$ cat src/rtl/tee_pkg.sv
// Shared types, constants and character tables for the text escape encoder.
package tee_pkg;

  localparam logic [1:0] MODE_NONE = 2'd0;
  localparam logic [1:0] MODE_XML  = 2'd1;
  localparam logic [1:0] MODE_HTTP = 2'd2;

  // Token queue between classifier and expander; depth is a power of two.
  localparam int QDEPTH = 4;
  localparam int QPTR_W = $clog2(QDEPTH);
  localparam int QCNT_W = $clog2(QDEPTH + 1);

  typedef enum logic [2:0] {
    KIND_PASS,
    KIND_LT,
    KIND_GT,
    KIND_AMP,
    KIND_APOS,
    KIND_QUOT,
    KIND_PLUS,
    KIND_PCT
  } tee_kind_e;

  typedef struct packed {
    tee_kind_e  kind;
    logic [7:0] data;
  } tee_tok_t;

  function automatic logic [7:0] tee_hex(input logic [3:0] n);
    logic [7:0] w;
    w = {4'h0, n};
    return (n < 4'd10) ? (8'h30 + w) : (8'h57 + w);
  endfunction

  function automatic logic [2:0] tee_len(input tee_kind_e kind);
    case (kind)
      KIND_LT, KIND_GT: return 3'd4;
      KIND_AMP:         return 3'd5;
      KIND_APOS:        return 3'd6;
      KIND_QUOT:        return 3'd6;
      KIND_PCT:         return 3'd3;
      default:          return 3'd1;
    endcase
  endfunction

  // Byte number idx of the expansion of one token.
  function automatic logic [7:0] tee_char(input tee_kind_e kind, input logic [7:0] data,
                                          input logic [2:0] idx);
    logic [7:0] c;
    c = 8'h26; // '&'
    case (kind)
      KIND_PASS: c = data;
      KIND_PLUS: c = 8'h2B;
      KIND_PCT: begin
        case (idx)
          3'd0:    c = 8'h25;
          3'd1:    c = tee_hex(data[7:4]);
          default: c = tee_hex(data[3:0]);
        endcase
      end
      KIND_LT: begin
        case (idx)
          3'd1:    c = 8'h6C; // l
          3'd2:    c = 8'h74; // t
          3'd3:    c = 8'h3B;
          default: c = 8'h26;
        endcase
      end
      KIND_GT: begin
        case (idx)
          3'd1:    c = 8'h67; // g
          3'd2:    c = 8'h74; // t
          3'd3:    c = 8'h3B;
          default: c = 8'h26;
        endcase
      end
      KIND_AMP: begin
        case (idx)
          3'd1:    c = 8'h61; // a
          3'd2:    c = 8'h6D; // m
          3'd3:    c = 8'h70; // p
          3'd4:    c = 8'h3B;
          default: c = 8'h26;
        endcase
      end
      KIND_APOS: begin
        case (idx)
          3'd1:    c = 8'h61; // a
          3'd2:    c = 8'h70; // p
          3'd3:    c = 8'h6F; // o
          3'd4:    c = 8'h73; // s
          3'd5:    c = 8'h3B;
          default: c = 8'h26;
        endcase
      end
      KIND_QUOT: begin
        case (idx)
          3'd1:    c = 8'h71; // q
          3'd2:    c = 8'h75; // u
          3'd3:    c = 8'h6F; // o
          3'd4:    c = 8'h74; // t
          3'd5:    c = 8'h3B;
          default: c = 8'h26;
        endcase
      end
      default: c = data;
    endcase
    return c;
  endfunction

endpackage

$ cat src/rtl/tee_front.sv
// Front end: mode register, input acceptance and byte classification into tokens.
module tee_front import tee_pkg::*; (
  input  logic       clk_i,
  input  logic       rst_ni,
  input  logic       cfg_valid_i,
  input  logic [1:0] cfg_escape_mode_i,
  output logic       cfg_ready_o,
  input  logic       in_valid_i,
  input  logic [7:0] in_byte_i,
  output logic       in_stall_o,
  input  logic       q_full_i,
  output logic       push_o,
  output tee_tok_t   push_tok_o
);

  logic [1:0] mode_q;
  logic       is_alnum;
  tee_kind_e  kind;

  assign cfg_ready_o = 1'b1;

  always_ff @(posedge clk_i or negedge rst_ni) begin
    if (!rst_ni) begin
      mode_q <= MODE_NONE;
    end else if (cfg_valid_i) begin
      mode_q <= cfg_escape_mode_i;
    end
  end

  assign is_alnum = (in_byte_i >= 8'h30 && in_byte_i <= 8'h39) ||
                    (in_byte_i >= 8'h41 && in_byte_i <= 8'h5A) ||
                    (in_byte_i >= 8'h61 && in_byte_i <= 8'h7A);

  always_comb begin
    kind = KIND_PASS;
    if (mode_q == MODE_XML) begin
      case (in_byte_i)
        8'h3C:   kind = KIND_LT;
        8'h3E:   kind = KIND_GT;
        8'h26:   kind = KIND_AMP;
        8'h27:   kind = KIND_APOS;
        8'h22:   kind = KIND_QUOT;
        default: kind = KIND_PASS;
      endcase
    end else if (!is_alnum) begin
      kind = (in_byte_i == 8'h20) ? KIND_PLUS : KIND_PCT;
    end
  end

  assign in_stall_o      = q_full_i;
  // Drop the item in mode none and in the unused mode code.
  assign push_o          = in_valid_i && !q_full_i &&
                           (mode_q == MODE_XML || mode_q == MODE_HTTP);
  assign push_tok_o.kind = kind;
  assign push_tok_o.data = in_byte_i;

endmodule

$ cat src/rtl/tee_queue.sv
// Short token queue between the classifier and the expander.
module tee_queue import tee_pkg::*; (
  input  logic     clk_i,
  input  logic     rst_ni,
  input  logic     push_i,
  input  tee_tok_t push_tok_i,
  output logic     full_o,
  input  logic     pop_i,
  output logic     empty_o,
  output tee_tok_t head_o
);

  tee_tok_t            slot_q [QDEPTH];
  logic [QPTR_W-1:0]   wr_q;
  logic [QPTR_W-1:0]   rd_q;
  logic [QCNT_W-1:0]   cnt_q;

  assign full_o  = (cnt_q == QCNT_W'(QDEPTH));
  assign empty_o = (cnt_q == '0);
  assign head_o  = slot_q[rd_q];

  always_ff @(posedge clk_i or negedge rst_ni) begin
    if (!rst_ni) begin
      wr_q  <= '0;
      rd_q  <= '0;
      cnt_q <= '0;
    end else begin
      if (push_i) wr_q <= wr_q + 1'b1;
      if (pop_i)  rd_q <= rd_q + 1'b1;
      case ({push_i, pop_i})
        2'b10:   cnt_q <= cnt_q + 1'b1;
        2'b01:   cnt_q <= cnt_q - 1'b1;
        default: cnt_q <= cnt_q;
      endcase
    end
  end

  always_ff @(posedge clk_i) begin
    if (push_i) slot_q[wr_q] <= push_tok_i;
  end

endmodule

$ cat src/rtl/tee_back.sv
// Back end: expands the head token into the output register, one byte per cycle unless stalled.
module tee_back import tee_pkg::*; (
  input  logic       clk_i,
  input  logic       rst_ni,
  input  logic       empty_i,
  input  tee_tok_t   head_i,
  output logic       pop_o,
  output logic       out_valid_o,
  output logic [7:0] out_byte_o,
  output logic       run_last_o,
  input  logic       out_stall_i
);

  logic       out_valid_q;
  logic [7:0] out_byte_q;
  logic       run_last_q;
  logic [2:0] idx_q;
  logic       load;
  logic       fire;
  logic       last;

  assign load  = !out_valid_q || !out_stall_i;
  assign fire  = load && !empty_i;
  assign last  = (idx_q == tee_len(head_i.kind) - 3'd1);
  assign pop_o = fire && last;

  always_ff @(posedge clk_i or negedge rst_ni) begin
    if (!rst_ni) begin
      out_valid_q <= 1'b0;
      idx_q       <= '0;
    end else begin
      if (load) out_valid_q <= !empty_i;
      // Advance within the token, restart on its last byte.
      if (fire) idx_q <= last ? 3'd0 : idx_q + 3'd1;
    end
  end

  always_ff @(posedge clk_i) begin
    if (fire) begin
      out_byte_q <= tee_char(head_i.kind, head_i.data, idx_q);
      run_last_q <= last;
    end
  end

  assign out_valid_o = out_valid_q;
  assign out_byte_o  = out_byte_q;
  assign run_last_o  = run_last_q;

endmodule

$ cat src/rtl/text_escape_encoder.sv
// Top level of the text escape encoder: XML entity or HTTP form percent encoding.
//
//   channel   direction  handshake                  payload
//   cfg       in         cfg_valid_i / cfg_ready_o  cfg_escape_mode_i[1:0]
//   in        in         in_valid_i / in_stall_o    in_byte_i[7:0]
//   out       out        out_valid_o / out_stall_i  out_byte_o[7:0], run_last_o
//
// An input byte expands to N output bytes (N = 1, 3, 4, 5 or 6), one per cycle from the
// expander while out_stall_i is low, so sustained input slows with N; plain bytes go one
// per cycle. In mode none an input byte is taken each cycle the queue is not full, and
// emits nothing. An input transfer is queued, then expanded into the output register; a
// four-entry token queue lets the input keep flowing while the output is stalled until the
// queue fills. Reset clears the mode to none, the queue and the output register.
module text_escape_encoder import tee_pkg::*; (
  input  logic       clk_i,
  input  logic       rst_ni,
  input  logic       cfg_valid_i,
  input  logic [1:0] cfg_escape_mode_i,
  output logic       cfg_ready_o,
  input  logic       in_valid_i,
  input  logic [7:0] in_byte_i,
  output logic       in_stall_o,
  output logic       out_valid_o,
  output logic [7:0] out_byte_o,
  output logic       run_last_o,
  input  logic       out_stall_i
);

  logic     push;
  logic     pop;
  logic     q_full;
  logic     q_empty;
  tee_tok_t push_tok;
  tee_tok_t head_tok;

  tee_front u_front (
    .clk_i             (clk_i),
    .rst_ni            (rst_ni),
    .cfg_valid_i       (cfg_valid_i),
    .cfg_escape_mode_i (cfg_escape_mode_i),
    .cfg_ready_o       (cfg_ready_o),
    .in_valid_i        (in_valid_i),
    .in_byte_i         (in_byte_i),
    .in_stall_o        (in_stall_o),
    .q_full_i          (q_full),
    .push_o            (push),
    .push_tok_o        (push_tok)
  );

  tee_queue u_queue (
    .clk_i      (clk_i),
    .rst_ni     (rst_ni),
    .push_i     (push),
    .push_tok_i (push_tok),
    .full_o     (q_full),
    .pop_i      (pop),
    .empty_o    (q_empty),
    .head_o     (head_tok)
  );

  tee_back u_back (
    .clk_i       (clk_i),
    .rst_ni      (rst_ni),
    .empty_i     (q_empty),
    .head_i      (head_tok),
    .pop_o       (pop),
    .out_valid_o (out_valid_o),
    .out_byte_o  (out_byte_o),
    .run_last_o  (run_last_o),
    .out_stall_i (out_stall_i)
  );

endmodule

$ cat config.mk
export PLATFORM = sky130hd
export DESIGN_NAME = text_escape_encoder
export DESIGN_NICKNAME = d
export VERILOG_FILES = /design/src/rtl/tee_pkg.sv /design/src/rtl/tee_front.sv /design/src/rtl/tee_queue.sv /design/src/rtl/tee_back.sv /design/src/rtl/text_escape_encoder.sv
export SDC_FILE = /design/constraint.sdc
export NUM_CORES = 1
export LEC_CHECK = 0
export ABC_AREA = 1
export BUFFER_PORTS_ARGS = -buffer_cell sky130_fd_sc_hd__buf_2
export CORE_ASPECT_RATIO = 2
export CORE_UTILIZATION = 25
export DETAILED_ROUTE_END_ITERATION = 7
export PLACE_DENSITY_LB_ADDON = 0.15
export SKIP_LAST_GASP = 1
export SLEW_MARGIN = 10
export SYNTH_ARGS = -nofsm -noshare
export SYNTH_HDL_FRONTEND = slang
export SYNTH_SLANG_ARGS = --single-unit
$ cat constraint.sdc
create_clock -name clk_i -period 2.7 [get_ports clk_i]
set_input_delay 0.27 -clock clk_i [delete_from_list [all_inputs] [get_ports clk_i]]
set_output_delay 0.27 -clock clk_i [all_outputs]
set_load 0.01 [all_outputs]
## Word level (Yosys, flattened, before mapping)

Memories as Yosys holds them, arrays and structs flattened.
Cells that the tools add are included.

| cells by class | value |
|---|---|
| multiplexer cells | 18 |
| equal/unequal tests | 24 |
| order comparisons | 8 |
| add/subtract/negate cells | 10 |
| reductions and logical operators | 21 |

Operators by type and width:

| kind | number |
|---|---|
| $pmux W7 S5 | 2 |
| $pmux W8 S8 | 1 |
| $eq A8 B6 Y1 const B | 6 |
| $pmux W7 S3 | 2 |
| $pmux W7 S4 | 1 |
| $eq A3 B3 Y1 const B | 7 |
| $add A7 B4 Y8 const A | 2 |
| $ge A8 B7 Y1 const B | 2 |
| $le A8 B7 Y1 const B | 2 |
| $mux W8 | 2 |
| $pmux W8 S2 | 1 |
| $pmux W3 S5 | 1 |
| $add A6 B4 Y7 const A | 2 |
| $eq A3 B2 Y1 const B | 4 |
| $pmux W3 S4 | 1 |
| $logic_not A3 Y1 | 3 |
| $mux W3 | 3 |
| $ge A8 B6 Y1 const B | 1 |
| $le A8 B6 Y1 const B | 1 |
| $lt A4 B4 Y1 const B | 2 |
| $logic_and A1 B1 Y1 | 7 |
| $add A3 B1 Y3 const B | 2 |
| $eq A3 B1 Y1 const B | 2 |
| $pmux W3 S2 | 1 |
| 10 further kinds | 23 |

| storage, ports and cells | value |
|---|---|
| flip-flop bits (word level) | 22 |
| RAM bits | 44 |
| memories | 1 |
| word-level logic and storage cells | 90 |
| output and inout bits | 12 |
| bits of input ports | 15 |

Memories:

| memory | depth | width | rd ports | clocked after Yosys merged registers in | wr ports | RTL line | source |
|---|---|---|---|---|---|---|---|
| u_queue.slot_q | 4 | 11 | 1 | 0 | 1 | tee_queue.sv:13 | `tee_tok_t slot_q [QDEPTH];` |

## Depth between registers and ports, before layout

Gate-level depths: netlist of run 1.
An unclocked memory read counts as a cell.

| logic depth | value |
|---|---|
| depth after elaboration | 9 |
| mapped depth | 21 |
| depth with buffers taken out | 20 |

## Modules after synthesis

From an unflattened synthesis of run 1, not the netlist that was laid out.

| second synthesis, totals | value |
|---|---|
| cells, all modules | 467 |
| area, all modules | 3922.5 sq um |

Modules (own cells, without submodules):

| module | area an instance (sq um) | cells an instance | seq. area each (sq um) | times used |
|---|---|---|---|---|
| tee_queue | 2187.1 | 177 | 1496.4 | 1 |
| tee_back | 1350.0 | 220 | 370.4 | 1 |
| tee_front | 385.4 | 70 | 50.0 | 1 |

## Worst setup path before layout of run 1

OpenSTA, ideal clock, no wires.

| path | value |
|---|---|
| kind | register -> register |
| start | register u_queue.rd_q[0] |
| end | register u_queue.cnt_q[2] |
| required time | 2.569 ns |
| setup time | 0.131 ns |
| stages on the path, launching flop included | 21 |
| setup slack | -0.208 ns |
| arrival | 2.777 ns |
| path buffers | 1 |
| clock period less this slack | 2.908 ns |
| cell sequence | dfrtp_1 -> inv_2 -> buf_6 -> nand2_4 -> nand2_1 -> nand2_1 -> nand2_2 -> nand3_2 -> nand3_1 -> ha_1 -> xor2_1 -> nand3_2 -> a21oi_4 -> nand3_2 -> inv_1 -> ha_1 -> inv_1 -> fa_1 -> a21oi_1 -> o21ai_0 -> xor2_1 |

| between the ends | value |
|---|---|
| word-level cells in the longest chain between the ends | 9 |
| elaborated cells between the ends (all ways) | 17 |
| classes of those cells | add/sub: 1; eq/ne: 9; mux: 2; reduce/logical: 4; memory: 1 |

RTL lines:

| what | RTL line | source |
|---|---|---|
| from (decl) | tee_queue.sv:15 | `logic [QPTR_W-1:0] rd_q;` |
| from (signal assigned) | tee_queue.sv:29 | `if (pop_i) rd_q <= rd_q + 1'b1;` |
| $mem_v2 Z4 W11 * | n/a |  |
| $eq A3 B3 Y1 (tied with other cells) | tee_pkg.sv:36 | `case (kind)` |
| $reduce_or A2 Y1, on equally long branches | n/a |  |
| $pmux W3 S4 * | tee_pkg.sv:36 |  |
| $sub A3 B1 Y3 * | tee_back.sv:24 | `assign last = (idx_q == tee_len(head_i.kind) - 3'd1);` |
| $eq A3 B3 Y1 * | tee_back.sv:24 |  |
| $logic_and A1 B1 Y1 * | tee_back.sv:25 | `assign pop_o = fire && last;` |
| named net pop | text_escape_encoder.sv:30 | `logic pop;` |
| $eq A2 B1 Y1 / $eq A2 B2 Y1 (equally long branches) | tee_queue.sv:30 | `case ({push_i, pop_i})` |
| $pmux W3 S2 / $reduce_bool A2 Y1 (equally long branches) | n/a |  |
| to (signal assigned) | tee_queue.sv:31 | `2'b10: cnt_q <= cnt_q + 1'b1;` |
| to (signal assigned) | tee_queue.sv:32 | `2'b01: cnt_q <= cnt_q - 1'b1;` |
| to (signal assigned) | tee_queue.sv:33 | `default: cnt_q <= cnt_q;` |
| to (decl) | tee_queue.sv:16 | `logic [QCNT_W-1:0] cnt_q;` |

The timed path passes the listed nets; every way through them passes the cells marked *.
A chain may end at the register's enable or synchronous reset.

## Final worst setup path of run 1

Ends and elaborated chain as after synthesis.

==> qor.csv, run 1 <==
stage,metric,value,unit
floorplanning,Die H,179,um
global_route,initial antenna violation count,0,
timing,setup TNS,-149.5,ps
cells_and_area,combined area of the multi-input logic cells,1821,um2
power_and_ir_drop,pwr dens,1275,nW/um2
floorplanning,Die W,90.50,um
setup_path,R2R Path End,u_queue.cnt_q[2]$_DFFE_PN0P_,
logic_synthesis,top area cells in the synthesized netlist,"edfxtp_1, nand2_1, dfrtp_1",
setup_path,reg2reg start,u_queue.rd_q[0]$_DFFE_PN0P_,
setup_path,R2R depth,18,
floorplanning,Top-Level Pins,27,
routing,Avg Vias per Cell,4.473,
timing,relative slew slack,66.83,%
outcome,status,"finished, violations left",
clock_tree,Longest Clk Path Bufs,2,
logic_synthesis,cell taking the most area after synthesis,edfxtp_1,
cells_and_area,storage element area,1919,um2
routing,Post-DRT Antenna Nets,0,
cells_and_area,final core utilization,32.89,%
timing,Max Clk Rate,352.7,MHz
floorplanning,initial core utilization,25.61,%
timing,Slew @ Worst Pin,492.4,ps
placement,dpl ws,-199.8,ps
cells_and_area,fillers,1603,
logic_synthesis,Seq cells post-synth,66,
min_path,hold crit path type,in2reg,
setup_path,CP endpoint kind,flop,
logic_synthesis,post-synth cell types,36,
power_and_ir_drop,P_leak,0.002244,uW
timing,final hold vios,0,
logic_synthesis,part of the Yosys area used for sequential elements,48.95,%
global_route,vias in the first global route,3270,
setup_path,crit path kind,reg2reg,
outcome,violated checks,setup timing,
power_and_ir_drop,total chip power,6413,uW
logic_synthesis,Post-synth EDFFs,53,
placement,dpl hpwl,7913,um
routing,wire per inst,14.38,um
timing,Final Cycle Share,105.0,%
run,Max-Cap Viols,0,
logic_synthesis,syn avg cell area,8.588,um2
floorplanning,standard-cell rows,64,
floorplanning,total core area,15290,um2
timing,clk_skew,12.68,ps
logic_synthesis,synthesized area,3916,um2
logic_synthesis,Main synth FF type,edfxtp_1,
clock_tree,root buf cell,clkbuf_16,
setup_path,highest net fanout along the worst path,5,
routing,vias,3252,
routing,starting DRC count in detailed routing,128,
clock_tree,worst-skew pair later-pin latency,340,ps
setup_path,R2R Setup Slk,-140,ps
clock_tree,CTS Sinks,66,
logic_synthesis,ys async rst share,19.70,%
setup_path,"Arr. time, crit path",3040,ps
logic_synthesis,top-area cell type share of the netlist area,40.64,%
routing,First-pass DRT Iterations,4,
global_route,total gr overflow,0,
cells_and_area,share of layout cells above drive strength 1,26.65,%
logic_synthesis,Ys Warns,0,
setup_path,Crit. Startpoint,u_queue.rd_q[0]$_DFFE_PN0P_,
cells_and_area,Nets,554,
timing,post-route setup slack,-135.2,ps
timing,RSZ-0062 raised after global routing,yes,
logic_synthesis,Post-Syn Nets,486,
cells_and_area,synth-to-layout area growth,28.47,%
global_route,Total GRT Usage,13.38,%
floorplanning,die area,16200,um2
power_and_ir_drop,worst vdd ir,0.0004003,V
routing,Total Wirelength,10460,um
clock_tree,Num CTS Buffers,9,
global_route,first-pass GRT wire length,16480,um
clock_tree,H-tree depth,3,
logic_synthesis,most numerous cell in the Yosys netlist,nand2_1,
timing,minimum clock period,2835,ps
timing,final slew viol count,0,
logic_synthesis,synth cell count leaders,"nand2_1, edfxtp_1, inv_1",
logic_synthesis,cells after synthesis,456,
clock_tree,"Clk pin slew, worst setup/hold paths",60,ps
timing,Final Setup Violations,2,
placement,number of buffers added on ports,25,
cells_and_area,post-route cell area,5031,um2
global_route,largest net degree at the start of global routing,16,
placement,Placer Congestion,0.7930,
setup_path,CP Data Required Time,2910,ps
setup_path,CP endpoint,u_queue.cnt_q[2]$_DFFE_PN0P_,
setup_path,Startpoint Class,flop,
cells_and_area,ant diodes,0,
routing,DRC Markers,0,
placement,Post-DP Area,4514,um2
clock_tree,TritonCTS clock tree,yes,
## report_power, final
part	internal, uW	leakage, uW	switching [uW]
registers	1400	0.000640	172
clock network	922	0.000174	491
logic	1360	0.00143	2060
total	3690	0.00224	2720
## layout make-up
type | instances | share of cell area (%)
timing repair inverter | 1 | 0.09948
timing repair buffer | 67 | 9.401
inverter | 54 | 4.178
sequential | 66 | 38.15
tap | 198 | 4.924
clock buffer | 9 | 4.476
multi-input combinational | 325 | 36.19
clock inverter | 7 | 2.586
## metal layers
layer	GRT usage (%)	vias to the layer above	wire length, um
met5	0	-	0
met4	8.199	0	463
met3	1.442	25	173
li1	-	1645	-
met2	26.77	54	6105
met1	12.74	1528	3714
## cells by family (layout without fill, tap and decap cells)
kind of cell,count (synthesis),count (layout),synth area share (%)
AND/OR/NAND/NOR,257,257,29.87
buffers and inverters,65,138,7.540
other,1,1,0.09575
adder cells (fa/ha/maj),15,15,4.984
XOR/XNOR,6,6,1.342
flip-flops,66,66,48.95
AO/OA/AOI/OAI,45,45,6.933
multiplexers,1,1,0.2875
## through the flow
step	cells	hold WS, ps
floorplan	456	-25.59
global placement	702	173.0
detailed placement	702	183.7
CTS	720	149.9
global route	727	172.9
finish	727	153.5
## placed cells by master, fill, tap and decap left out, types with 3 or more instances in the layout
cell type  instances
inv_1             48
ha_1              12
buf_2             25
nand2_2           19
dfrtp_1           11
nand3_4            3
o211ai_1           4
nand4_1            8
nor2_1            42
clkbuf_16         10
buf_4             39
nand3_2           12
xor2_1             4
edfxtp_1          53
nand2_4            4
bufinv_16          3
a21oi_1            8
o21ai_1            5
nand3_1           39
o21ai_0           20
o31ai_1            3
inv_2              4
nand2_1          122
## sequential cells by signal (all words and copies together) (netlist names)
register            flops
u_queue.slot_q         44
u_back.out_byte_o       8
u_back.idx_q            3
u_queue.cnt_q           3
u_front.mode_q          2
u_queue.rd_q            2
u_queue.wr_q            2
u_back.out_valid_o      1
u_back.run_last_o       1
## worst min path at each step
stage / start / to / cells past startpoint
finish: cfg_escape_mode_i[1] / u_front.mode_q[1]$_DFFE_PN0P_ / 3
global route: cfg_escape_mode_i[0] / u_front.mode_q[0]$_DFFE_PN0P_ / 2
CTS: cfg_escape_mode_i[1] / u_front.mode_q[1]$_DFFE_PN0P_ / 3
detailed placement: rst_ni / u_back.out_valid_o$_DFFE_PN0P_ / 1
global placement: rst_ni / u_back.idx_q[0]$_DFFE_PN0P_ / 1
floorplan: rst_ni / u_back.idx_q[0]$_DFFE_PN0P_ / 0
## critical path, stage by stage, from the launching register on
cell	delay [ps]
dfrtp_2	490
clkbuf_16	190
nand2_1	80
nand3_2	100
nand2_4	110
nand2_2	80
nand3_4	90
ha_4	130
xor2_2	170
nand3_2	110
a21oi_4	170
nand3_2	90
inv_2	70
ha_4	120
inv_2	40
fa_2	340
a21oi_2	120
o21ai_1	80
xor2_1	150
## timing repair
item,CTS,global route
endpoints found under the setup margin,2,2
hold buffers,1,0
cloned,0,2
setup buffers,1,5
gates resized for setup,6,17
pin swaps,2,3
endpoints found under the hold margin,13,0
(Power assumes the default switching activity.)
==> run 2, diff against run 1 <==
--- a/config.mk
+++ b/config.mk
@@ -5,7 +5,6 @@
 export SDC_FILE = /design/constraint.sdc
 export NUM_CORES = 1
 export LEC_CHECK = 0
-export ABC_AREA = 1
 export BUFFER_PORTS_ARGS = -buffer_cell sky130_fd_sc_hd__buf_2
 export CORE_ASPECT_RATIO = 2
 export CORE_UTILIZATION = 25
==> run 2 against run 1 <==
The run still ends with setup timing left. Largest power group unchanged. Critical path type unchanged. Cell count fell by 23%. Design area is 9.4% lower. Via count shrank 18%.
==> qor.csv, run 2 <==
stage,metric,value,unit,change
placement,dpl hpwl,6776,um,was 7913 um
routing,Avg Vias per Cell,4.771,,was 4.473
routing,vias,2662,,was 3252
cells_and_area,synth-to-layout area growth,25.74,%,was 28.47%
logic_synthesis,syn avg cell area,11.62,um2,was 8.588 um2
clock_tree,Longest Clk Path Bufs,2,,unchanged
routing,DRC Markers,0,,unchanged
timing,Final Setup Violations,3,,was 2
min_path,Hold Crit Start,out_stall_i,,was cfg_escape_mode_i[1]
global_route,vias in the first global route,2624,,was 3270
routing,First-pass DRT Iterations,4,,unchanged
placement,dpl ws,-874.9,ps,was -199.8 ps
setup_path,CP Cell Sequence,mux4_2 > or3_4 > and2_4 > ha_4 > xor2_4 > a211o_1 > a31oi_4 > and2_4 > ha_4 > inv_2 > fa_2 > xor2_1 > nor2_1 > xor2_1,,was clkbuf_16 > nand2_1 > nand3_2 > nand2_4 > nand2_2 > nand3_4 > ha_4 > xor2_2 > nand3_2 > a21oi_4 > nand3_2 > inv_2 > ha_4 > inv_2 > fa_2 > a21oi_2 > o21ai_1 > xor2_1
global_route,initial antenna violation count,0,,unchanged
placement,Placer Congestion,0.8506,,was 0.7930
logic_synthesis,top area cells in the synthesized netlist,"edfxtp_1, dfrtp_1, mux4_2",,"was edfxtp_1, nand2_1, dfrtp_1"
setup_path,WP buf/inv,1,,was 3
timing,Slew @ Worst Pin,552.2,ps,was 492.4 ps
floorplanning,Die H,172.3,um,was 179 um
cells_and_area,combined area of the multi-input logic cells,1675,um2,was 1821 um2
cells_and_area,fillers,1469,,was 1603
setup_path,Startpoint Class,flop,,unchanged
global_route,total gr overflow,0,,unchanged
timing,RSZ-0062 raised after global routing,yes,,unchanged
cells_and_area,storage element area,1918,um2,was 1919 um2
global_route,largest net degree at the start of global routing,22,,was 16
timing,final hold vios,0,,unchanged
routing,met2 WL,5396,um,was 6105 um
power_and_ir_drop,worst vdd ir,0.0003678,V,was 0.0004003 V
cells_and_area,most flop-heavy register,u_queue.slot_q,,unchanged
clock_tree,CTS Sinks,66,,unchanged
setup_path,R2R Path End,u_queue.cnt_q[2]$_DFFE_PN0P_,,unchanged
outcome,status,"finished, violations left",,unchanged
routing,Total Wirelength,8981,um,was 10460 um
logic_synthesis,ys async rst share,19.70,%,unchanged
cells_and_area,max FFs per register,44,,unchanged
power_and_ir_drop,pwr dens,1012,nW/um2,was 1275 nW/um2
cells_and_area,post-route cell area,4559,um2,was 5031 um2
logic_synthesis,Ys Warns,0,,unchanged
setup_path,max incr delay on CP,520,ps,was 490 ps
setup_path,reg2reg start,u_queue.rd_q[0]$_DFFE_PN0P_,,unchanged
routing,starting DRC count in detailed routing,118,,was 128
timing,Max Clk Rate,289.9,MHz,was 352.7 MHz
global_route,first-pass GRT wire length,13900,um,was 16480 um
cells_and_area,most frequent cells in the layout,"edfxtp_1, buf_4, buf_2, nand2_1",,"was nand2_1, edfxtp_1, inv_1, nor2_1"
power_and_ir_drop,P_leak,0.001722,uW,was 0.002244 uW
logic_synthesis,Post-synth EDFFs,53,,unchanged
floorplanning,Die W,87.16,um,was 90.50 um
logic_synthesis,Post-Syn Nets,342,,was 486
setup_path,CP Data Required Time,2950,ps,was 2910 ps
setup_path,"Arr. time, crit path",3700,ps,was 3040 ps
min_path,hold crit path type,in2reg,,unchanged
cells_and_area,fin cells,558,,was 727
setup_path,Crit path max-delay family,simple AND/OR/NAND/NOR gates,,unchanged
routing,wire per inst,16.09,um,was 14.38 um
logic_synthesis,post-synth cell types,57,,was 36
clock_tree,Num CTS Buffers,9,,unchanged
timing,Final Cycle Share,127.7,%,was 105.0%
clock_tree,"Clk pin slew, worst setup/hold paths",60,ps,about the same
timing,final slew viol count,0,,unchanged
floorplanning,standard-cell rows,61,,was 64
setup_path,crit path kind,reg2reg,,unchanged
floorplanning,total core area,14040,um2,was 15290 um2
logic_synthesis,part of the Yosys area used for sequential elements,52.86,%,was 48.95%
outcome,violated checks,setup timing,,unchanged
floorplanning,Top-Level Pins,27,,unchanged
floorplanning,die area,15020,um2,was 16200 um2
logic_synthesis,Seq cells post-synth,66,,unchanged
routing,DR WL met3,228,um,was 173 um
routing,highest metal used,met4,,unchanged
floorplanning,initial core utilization,25.82,%,was 25.61%
min_path,WHS Path Cells,3,,unchanged
run,Max-Cap Viols,0,,unchanged
logic_synthesis,cells after synthesis,312,,was 456
timing,relative slew slack,62.70,%,was 66.83%
placement,Placed Cells,539,,was 702
logic_synthesis,Main synth FF type,edfxtp_1,,unchanged
logic_synthesis,synthesized area,3626,um2,was 3916 um2
timing,clk_skew,5.368,ps,was 12.68 ps
logic_synthesis,top-area cell type share of the netlist area,43.89,%,was 40.64%
clock_tree,TritonCTS clock tree,yes,,unchanged
timing,minimum clock period,3449,ps,was 2835 ps
clock_tree,H-tree depth,3,,unchanged
logic_synthesis,synth cell count leaders,"edfxtp_1, nand2_1, a21oi_1, inv_1, o21ai_0",,"was nand2_1, edfxtp_1, inv_1"
clock_tree,root buf cell,clkbuf_16,,unchanged
cells_and_area,Nets,394,,was 554
logic_synthesis,cell taking the most area after synthesis,edfxtp_1,,unchanged
cells_and_area,share of layout cells above drive strength 1,29.00,%,was 26.65%
setup_path,highest net fanout along the worst path,5,,unchanged
setup_path,crit path max-delay cell type,mux4_2,,was dfrtp_2
cells_and_area,"most common cell after layout, fill and taps aside",edfxtp_1,,was nand2_1
placement,number of buffers added on ports,25,,unchanged
clock_tree,worst-skew pair later-pin latency,330,ps,was 340 ps
routing,M1 WL,2998,um,was 3714 um
min_path,hold endpoint,u_back.out_valid_o$_DFFE_PN0P_,,was u_front.mode_q[1]$_DFFE_PN0P_
routing,Post-DRT Antenna Nets,0,,unchanged
setup_path,CP endpoint kind,flop,,unchanged
setup_path,R2R depth,14,,was 18
logic_synthesis,most numerous cell in the Yosys netlist,edfxtp_1,,was nand2_1
timing,post-route setup slack,-749.2,ps,was -135.2 ps
cells_and_area,ant diodes,0,,unchanged
placement,Post-DP Area,4175,um2,was 4514 um2
setup_path,R2R Setup Slk,-750,ps,was -140 ps
global_route,Total GRT Usage,12.84,%,was 13.38%
[run 2: cell types whose count changed in the layout (fill, tap and decap cells not counted), sizes merged, moves of 6 or more]
cell and change:
and2 +7, nand2 -122, o21ai -6, nor3 +7, a21oi +10, xnor2 +6, nor2 -29, mux4 +11
inv -37, buf -8, nand3 -47
[run 2: how the worst max path moves through the flow]
| stage | depth (start not counted) | slack (ps) | start | end |
|---|---|---|---|---|
| final | 14 | -750 | u_queue.rd_q[0]$_DFFE_PN0P_ | u_queue.cnt_q[2]$_DFFE_PN0P_ |
| after global routing | 14 | -940 | u_queue.rd_q[0]$_DFFE_PN0P_ | u_queue.cnt_q[2]$_DFFE_PN0P_ |
| after CTS | 14 | -790 | u_queue.rd_q[0]$_DFFE_PN0P_ | u_queue.cnt_q[2]$_DFFE_PN0P_ |
| after detailed placement | 14 | -870 | u_queue.rd_q[0]$_DFFE_PN0P_ | u_queue.cnt_q[2]$_DFFE_PN0P_ |
| after global placement | 14 | -810 | u_queue.rd_q[0]$_DFFE_PN0P_ | u_queue.cnt_q[2]$_DFFE_PN0P_ |
| after floorplan | 16 | -840 | u_queue.rd_q[0]$_DFFE_PN0P_ | u_queue.cnt_q[2]$_DFFE_PN0P_ |
[run 2: tightest hold or removal path: cells and delay by family]
family | cells | cell delay (ps)
buf+inv | 1 | 90
simple gates | 2 | 90
[run 2: cell families after synthesis]
family | share of synthesized area (%)
simple gates | 12.66
compound gates | 14.15
flops | 52.86
buf+inv | 4.209
fa+ha+maj | 5.383
mux | 7.971
xor+xnor | 2.657
other cells | 0.1034
[run 2: cell type report]
cell class / instances / area share (%)
inverters: 20 / 1.647
repair buffers: 58 / 8.397
clock inverters: 7 / 1.015
flip-flops and latches: 66 / 42.07
multi-input cells: 209 / 36.75
well taps: 189 / 5.187
clock buffers: 9 / 4.940
[run 2: power by group]
| part | switching [uW] | total (uW) | internal, uW |
|---|---|---|---|
| registers | 117 | 1480 | 1360 |
| logic | 1150 | 2070 | 920 |
| clock network | 450 | 1070 | 618 |
[run 2: timing repair]
item	CTS	global route
setup buffers	1	1
hold endpoints to repair	13	0
setup endpoints to repair	8	9
pin swaps	8	2
gates resized for setup	2	16
hold buffers	1	0
[run 2: metrics by stage]
step	hold slack [ps]	TNS (ps)	total power, uW	utilization, %
final	145.7	-1593	4614	32.47
after global routing	160.9	-2332	4934	32.47
after CTS	139.3	-1698	4500	31.80
after detailed placement	192.6	-2159	3402	29.73
after global placement	187.6	-1844	3399	29.73
after floorplan	-25.59	-1903	2748	-
[run 2: per-layer routing]
metal,vias up,GRT usage [%]
li1,1269,-
met1,1299,12.07
met2,73,25.27
met3,21,1.862
met4,0,7.698
met5,-,0
